## src/wtsp_pkg.sv

```systemverilog
// ----------------------------------------------------------------------------
// wtsp_pkg
// Shared types and constants for the world-to-screen projection pipeline.
// ----------------------------------------------------------------------------
`default_nettype none
package wtsp_pkg;

    localparam int CoordW   = 32;
    localparam int ProdW    = 64;
    localparam int FloorW   = 48;          // product floored to Q16.16
    localparam int ClipW    = 51;          // three floored products plus offset
    localparam int QuoW     = 32;          // quotient bits kept by the divider
    localparam int DivSteps = QuoW;
    localparam int SizeW    = 15;
    localparam int HalfW    = 14;
    localparam int ScrW     = 48;          // exact viewport result before clamp
    localparam int NumRegs  = 8;
    localparam int AddrW    = 6;

    localparam logic signed [ClipW-1:0] WMin = ClipW'(6554);  // 0.1 in Q16.16

    typedef enum logic [2:0] {
        REG_X_LO   = 3'd0,
        REG_X_HI   = 3'd1,
        REG_Y_LO   = 3'd2,
        REG_Y_HI   = 3'd3,
        REG_W_LO   = 3'd4,
        REG_W_HI   = 3'd5,
        REG_WIDTH  = 3'd6,
        REG_HEIGHT = 3'd7
    } reg_idx_t;

    typedef logic [5:0][63:0] mat_t;

    typedef struct packed {
        logic signed [ClipW-1:0] x;
        logic signed [ClipW-1:0] y;
        logic signed [ClipW-1:0] w;
    } clip_t;

    typedef struct packed {
        logic            vis;
        logic            ovf_x;
        logic            neg_x;
        logic [QuoW-1:0] q_x;
        logic            ovf_y;
        logic            neg_y;
        logic [QuoW-1:0] q_y;
    } quo_t;

endpackage
`default_nettype wire

```

## src/wtsp_viewport.sv

```systemverilog
// ----------------------------------------------------------------------------
// wtsp_viewport
// Signed NDC with clamp, viewport scale, offset, clamp and output register.
// ----------------------------------------------------------------------------
`default_nettype none
module wtsp_viewport
    import wtsp_pkg::*;
(
    input  wire logic             aclk,
    input  wire logic             aresetn,
    input  wire logic             adv,
    input  wire logic             in_valid,
    input  wire quo_t             in_quo,
    input  wire logic [SizeW-1:0] screen_width,
    input  wire logic [SizeW-1:0] screen_height,
    output logic                  out_valid,
    output logic                  out_visible,
    output logic [CoordW-1:0]     out_x,
    output logic [CoordW-1:0]     out_y
);

    localparam logic [QuoW-1:0] PosMax = {1'b0, {(QuoW-1){1'b1}}};
    localparam logic [QuoW-1:0] NegMax = {1'b1, {(QuoW-1){1'b0}}};
    localparam logic signed [ScrW-1:0] SatHi = ScrW'(PosMax);
    localparam logic signed [ScrW-1:0] SatLo = -ScrW'(NegMax);

    logic                     v1_reg, v2_reg, v3_reg;
    logic                     vis1_reg, vis2_reg, vis3_reg;
    logic signed [CoordW-1:0] nx_reg, ny_reg, nx_next, ny_next;
    logic signed [ScrW-1:0]   px_reg, py_reg;
    logic [CoordW-1:0]        sx_reg, sy_reg, sx_next, sy_next;
    logic [HalfW-1:0]         hw, hh;
    logic signed [ScrW-1:0]   ex, ey;

    function automatic logic signed [CoordW-1:0] ndc(
        input logic            ovf,
        input logic            neg,
        input logic [QuoW-1:0] q
    );
        if (ovf) begin
            return neg ? $signed(NegMax) : $signed(PosMax);
        end
        if (neg) begin
            return (q > NegMax) ? $signed(NegMax) : $signed(-q);
        end
        return (q > PosMax) ? $signed(PosMax) : $signed(q);
    endfunction

    function automatic logic [CoordW-1:0] sat(input logic signed [ScrW-1:0] v);
        if (v > SatHi) begin
            return PosMax;
        end
        if (v < SatLo) begin
            return NegMax;
        end
        return v[CoordW-1:0];
    endfunction

    always_comb begin
        hw      = screen_width[SizeW-1:1];
        hh      = screen_height[SizeW-1:1];
        nx_next = ndc(in_quo.ovf_x, in_quo.neg_x, in_quo.q_x);
        ny_next = ndc(in_quo.ovf_y, in_quo.neg_y, in_quo.q_y);
        ex      = px_reg + $signed(ScrW'({hw, 16'h0000}));
        ey      = $signed(ScrW'({hh, 16'h0000})) - py_reg;
        // drop coordinates of points behind the near limit
        sx_next = vis2_reg ? sat(ex) : '0;
        sy_next = vis2_reg ? sat(ey) : '0;
    end

    always_ff @(posedge aclk) begin
        if (!aresetn) begin
            v1_reg <= 1'b0;
            v2_reg <= 1'b0;
            v3_reg <= 1'b0;
        end else if (adv) begin
            v1_reg <= in_valid;
            v2_reg <= v1_reg;
            v3_reg <= v2_reg;
        end
    end

    always_ff @(posedge aclk) begin
        if (adv) begin
            nx_reg   <= nx_next;
            ny_reg   <= ny_next;
            vis1_reg <= in_quo.vis;
            px_reg   <= ScrW'($signed({1'b0, hw})) * ScrW'(nx_reg);
            py_reg   <= ScrW'($signed({1'b0, hh})) * ScrW'(ny_reg);
            vis2_reg <= vis1_reg;
            sx_reg   <= sx_next;
            sy_reg   <= sy_next;
            vis3_reg <= vis2_reg;
        end
    end

    assign out_valid   = v3_reg;
    assign out_visible = vis3_reg;
    assign out_x       = sx_reg;
    assign out_y       = sy_reg;

endmodule
`default_nettype wire

```

## config.mk

```make
export PLATFORM = sky130hd
export DESIGN_NAME = wtsp_viewport
export DESIGN_NICKNAME = d
export VERILOG_FILES = /design/src/wtsp_pkg.sv /design/src/wtsp_viewport.sv
export SDC_FILE = /design/constraint.sdc
export NUM_CORES = 2
export LEC_CHECK = 0
export BUFFER_PORTS_ARGS = -buffer_cell sky130_fd_sc_hd__buf_4
export CAP_MARGIN = 20
export CORE_MARGIN = 2
export CORE_UTILIZATION = 41
export CTS_BUF_LIST = sky130_fd_sc_hd__clkbuf_16
export DETAILED_ROUTE_END_ITERATION = 7
export PLACE_DENSITY_LB_ADDON = 0.15
export SLEW_MARGIN = 0
export SYNTH_ARGS = -nofsm -noshare
export SYNTH_HDL_FRONTEND = slang
export SYNTH_SLANG_ARGS = --single-unit
```

## constraint.sdc

```tcl
create_clock -name aclk -period 18.1 [get_ports aclk]
set_input_delay 2.715 -clock aclk [delete_from_list [all_inputs] [get_ports aclk]]
set_output_delay 2.715 -clock aclk [all_outputs]
set_load 0.005 [all_outputs]
```

* After elaboration in Yosys (flattened, before gate mapping) *
Cells that the tools add are included.

storage, ports and cells
  register bits = 230
  bits of input ports = 103

operators by class
  add/sub/neg operators = 4
  multiply operators = 2
  $lt $le $gt $ge = 8
  mux-type cells = 34

operators by type and width
  kind                                                          number
  two-way mux 32 bit                                            22
  > comparator 48 x 32 -> 1 bit, second input constant          2
  less-than comparator 48 x 32 -> 1 bit, second input constant  2
  multiplier 15 x 32 -> 47 bit                                  2
  > comparator 32 x 31 -> 1 bit, second input constant          2
  > comparator 32 bit, second input constant                    2
  negator 32 bit                                                2
  adder 48 x 31 -> 48 bit                                       1
  subtractor 31 x 48 -> 48 bit                                  1
  two-way mux 1 bit                                             12

* Logic depth before layout (Yosys ltp) *
  depth after elaboration = 6
  mapped depth = 24

* Worst setup path before layout *
OpenSTA, ideal clock, no wires.

  path type = input to register
  from = in screen_height[6]
  to = reg py_reg[40] (data pin)
  data arrival time = 8.592 ns
  required time = 17.837 ns
  path slack = 9.245 ns
  cell stages on the path = 22
  path buffers = 1
  cells stage by stage = clkbuf_1 and2_1 fa_1 inv_1 fa_1 inv_1 fa_1 fa_1 fa_1 inv_1 fa_1 inv_1 ha_1 a21o_1 a31o_2 a31o_2 a221oi_1 o211ai_1 nand2_1 o2111ai_1 a41oi_1 xnor2_1

on the way
  word-level cells in the longest chain between the ends = 1

RTL lines
  element                       RTL line             source
  start: declaration            wtsp_viewport.sv:15  input wire logic [SizeW-1:0] screen_height,
  multiplier 15 x 32 -> 47 bit  wtsp_viewport.sv:89  py_reg <= ScrW'($signed({1'b0, hh})) * ScrW'(ny_reg);
  end signal: assignment        wtsp_viewport.sv:89
  end: declaration              wtsp_viewport.sv:30  logic signed [ScrW-1:0] px_reg, py_reg;

Every way passes these cells.
A chain may end at the register's enable or synchronous reset.

* Worst setup path in the final report *
Ends and elaborated chain as after synthesis.

==> results.txt <==
Cells with a size suffix above 1 make up 6.25% of the layout. The setup TNS is 0 ps. At the worst endpoint, the required time is 18440 ps.

The total number of placement rows is 119, and the number of storage elements in the synthesis netlist is 228. The number of sinks on the clock net was 228. The routed design could run at a clock period as short as 9450 ps. The signal arrival time at the worst endpoint was 9800 ps; the number of vias per cell was 5.17.

The tools report the sequential area share after synthesis as 15.6%. From synthesis to final layout, the design area changed by 7.69%. The total iterations of the first detailed-routing run is 5, and the post-route worst hold slack is 422 ps. By area the synthesized netlist is led by sky130_fd_sc_hd__fa_1 (38%), sky130_fd_sc_hd__edfxtp_1 (15%), sky130_fd_sc_hd__and2_1 (8.7%), sky130_fd_sc_hd__inv_1 (8.1%), sky130_fd_sc_hd__ha_1 (7.0%). Gates resized during post-CTS repair numbered 0. The type of the most critical hold path is reg -> reg. The synthesized design devotes to its leading area cell type 37.5% of total area. The CTS H-tree depth was 1; the largest net degree at the start of global routing was 81.

Yosys printed 0 warnings. The remaining max-slew budget at the tightest pin is 29.1%. Final period utilization: 52.2%. Traced cell by cell, the critical path runs through buf_4 > and2_1 > fa_1 > inv_1 > fa_1 > inv_1 > fa_1 > fa_1 > fa_1 > inv_1 > fa_1 > inv_1 > ha_1 > a21o_1 > a31o_2 > a31o_2 > a221oi_1 > o211ai_1 > nand2_1 > o2111ai_1 > a41oi_1 > xnor2_1. When the netlist entered floorplanning its net count stood at 5851. The run finished with clean final reports. Summed over all layers, the routed wires come to 111 mm. Among all flip-flop cells after synthesis, the most frequent one is sky130_fd_sc_hd__edfxtp_1.

The initial standard-cell utilization of the core is 41.5%. The final count of hold timing violations is 0. The number of DRC markers in iteration 0 was 1926. Cell at the root of the clock tree: sky130_fd_sc_hd__clkbuf_16. The count of nets left with antenna violations once routing finished came out at 0.

The clock reaches the later pin of the worst-skew pair after 610 ps. For the number of antenna violations at the first check in global routing, the log shows 3. Each instance of the synthesized netlist takes up on average 9.35 um2.

The largest single stage delay on the critical path is 730 ps. In the synthesized netlist, the cells that appear most often are sky130_fd_sc_hd__inv_1 (940), sky130_fd_sc_hd__fa_1 (821), sky130_fd_sc_hd__and2_1 (608). The via count of the first global-routing pass is 32800, and the cell count of the worst reg-to-reg path is 21.

In the global route stage, overall resource usage came out at 21.1%. TritonCTS created 29 clock buffers. STA classifies the critical path endpoint as a flop. The floorplan step defined a die boundary enclosing 0.109 mm2.

The number of max-slew violations in the final report was 0. The area of the placeable core is 0.106 mm2. TritonCTS built the clock tree. Maximum buffer depth of the clock tree: 3. The cell at the slowest stage of the critical path is sky130_fd_sc_hd__a221oi_1. Buffers placed on the I/O ports in this run total 166. The first global-routing pass estimated 182 mm of wire. Buffers added to address setup during post-CTS repair amount to 0. For the count of maximum capacitance violations, the log shows 0. Detailed placement ended at an HPWL of 83.6 mm. On the critical path the largest part of the delay comes from adder cells. Setup violations remaining at the end of the flow were counted as 0. By startpoint and endpoint, the worst setup path is classified as in -> reg.

The cell that appears most often on the critical path is sky130_fd_sc_hd__fa_1. For this run, asynchronously set or reset flops after synthesis account for 0%. Routed wire length per instance: 18.3 um.

The clock-pin slew of the registers on the worst-case setup and hold paths was 60 ps. The number of stages on the worst setup path is 22. The boundary pin count came out at 169. Count of unresolved DRC violations after routing: 0. Along the worst path, the maximum fanout reaches 33. The worst hold path stage count was 0; the achievable clock frequency was 106 MHz. Routability-driven placement finished with a final weighted congestion of 0.830.

The number of buffers and inverters on the critical path was 5; the total number of nets in the final design was 5849. Setup repair after global routing left no endpoint under its margin. The run gives 0 as the hold-fix buffer count after cts. The total vias in the final route was 31500; the slew at the pin closest to its max-slew limit was 1060 ps. In this run, synthesis inferred 225 flip-flops with an integrated enable. After global routing the overflow that remains totals 0.

Summing every instance area after synthesis gives 0.0438 mm2. The fill cell instance count of the final layout is 10300, and the worst clock skew is 13.8 ps. By instance count, the leading cell after synthesis is sky130_fd_sc_hd__inv_1.

The chip width was 331 um; the height of the chip was 331 um. The number of different library cells used by synthesis comes to 85. Launching element type of the critical path: an input port.

The post-synthesis cell type with the largest combined area was sky130_fd_sc_hd__fa_1. The cell count after synthesis is 4682.
[cells in the final DEF (no fill, tap or decap), types with 20 or more instances in the layout]
cell type                   count
sky130_fd_sc_hd__a221oi_2      20
sky130_fd_sc_hd__clkbuf_16     29
sky130_fd_sc_hd__nand3_1       32
sky130_fd_sc_hd__ha_1         245
sky130_fd_sc_hd__o21ai_0      116
sky130_fd_sc_hd__a31oi_1       29
sky130_fd_sc_hd__or3_1         20
sky130_fd_sc_hd__buf_4        180
sky130_fd_sc_hd__nand2_1      442
sky130_fd_sc_hd__o21a_1        20
sky130_fd_sc_hd__a21oi_1      229
sky130_fd_sc_hd__a211oi_1      22
sky130_fd_sc_hd__xor2_1        53
sky130_fd_sc_hd__fa_1         821
sky130_fd_sc_hd__nor2_1       142
sky130_fd_sc_hd__and2_1       608
sky130_fd_sc_hd__nor3_1        43
sky130_fd_sc_hd__a21o_1        89
sky130_fd_sc_hd__edfxtp_1     225
sky130_fd_sc_hd__xnor2_1       90
sky130_fd_sc_hd__inv_1        942
[final timing paths]
kind                       start              endpoint  slack [ps]
max             screen_height[6]  py_reg[40]$_DFFE_PP_        8650
min           vis1_reg$_DFFE_PP_    vis2_reg$_DFFE_PP_         420
max reg2reg  ny_reg[7]$_DFFE_PP_  py_reg[40]$_DFFE_PP_       10310
min reg2reg   vis1_reg$_DFFE_PP_    vis2_reg$_DFFE_PP_         420
[cells by family (layout without fill, tap and decap cells)]
family	Yosys count	in the layout	share of synthesized area, %
compound gates	654	654	9.76
xor+xnor	143	143	2.86
fa+ha+maj	1066	1066	44.5
buf+inv	1154	1175	9.99
flops	228	228	15.6
mux	8	8	0.186
other cells	0	1	0
simple gates	1429	1429	17.1
[worst register-to-register path: stages (launching register included)]
cell	delay (ps)
sky130_fd_sc_hd__edfxtp_1	650
sky130_fd_sc_hd__and2_1	300
sky130_fd_sc_hd__fa_1	530
sky130_fd_sc_hd__inv_1	50
sky130_fd_sc_hd__fa_1	520
sky130_fd_sc_hd__inv_1	50
sky130_fd_sc_hd__fa_1	520
sky130_fd_sc_hd__fa_1	450
sky130_fd_sc_hd__fa_1	560
sky130_fd_sc_hd__inv_1	60
sky130_fd_sc_hd__fa_1	540
sky130_fd_sc_hd__inv_1	40
sky130_fd_sc_hd__ha_1	350
sky130_fd_sc_hd__a21o_1	230
sky130_fd_sc_hd__a31o_2	220
sky130_fd_sc_hd__a31o_2	250
sky130_fd_sc_hd__a221oi_1	730
sky130_fd_sc_hd__o211ai_1	420
sky130_fd_sc_hd__nand2_1	320
sky130_fd_sc_hd__o2111ai_1	290
sky130_fd_sc_hd__a41oi_1	320
sky130_fd_sc_hd__xnor2_1	120
[metrics by stage]
step / util [%] / cell area, um2 / setup slack [ps] / std cells
floorplan: - / 43800 / 9250 / 4682
global placement: 43.7 / 46100 / 8140 / 6040
detailed placement: 43.7 / 46100 / 8120 / 6040
CTS: 44.7 / 47200 / 8750 / 6094
global route: 44.7 / 47200 / 8420 / 6094
finish: 44.7 / 47200 / 8650 / 6095
[routing by layer]
layer / part of all wire (%) / vias to the layer above / global-route usage (%)
li1: - / 14600 / -
met4: 1.5 / 0 / 3.56
met5: 0 / - / 0
met2: 47 / 661 / 34.7
met1: 46 / 16100 / 30.7
met3: 4.6 / 97 / 1.99
[area by class of cell]
cell class	instances	area (um2)	share of cell area, %
well taps	1391	1740	3.69
flip-flops and latches	228	6820	14.5
clock inverters	25	335	0.711
multi-input cells	3300	32700	69.2
repair buffers	181	1370	2.90
clock buffers	29	726	1.54
inverters	940	3530	7.48
diodes	1	2.50	0.00531
Power is left out: the tool's default activity adds up to more than one toggle a clock period on the data nets, which glitch-free logic cannot reach.
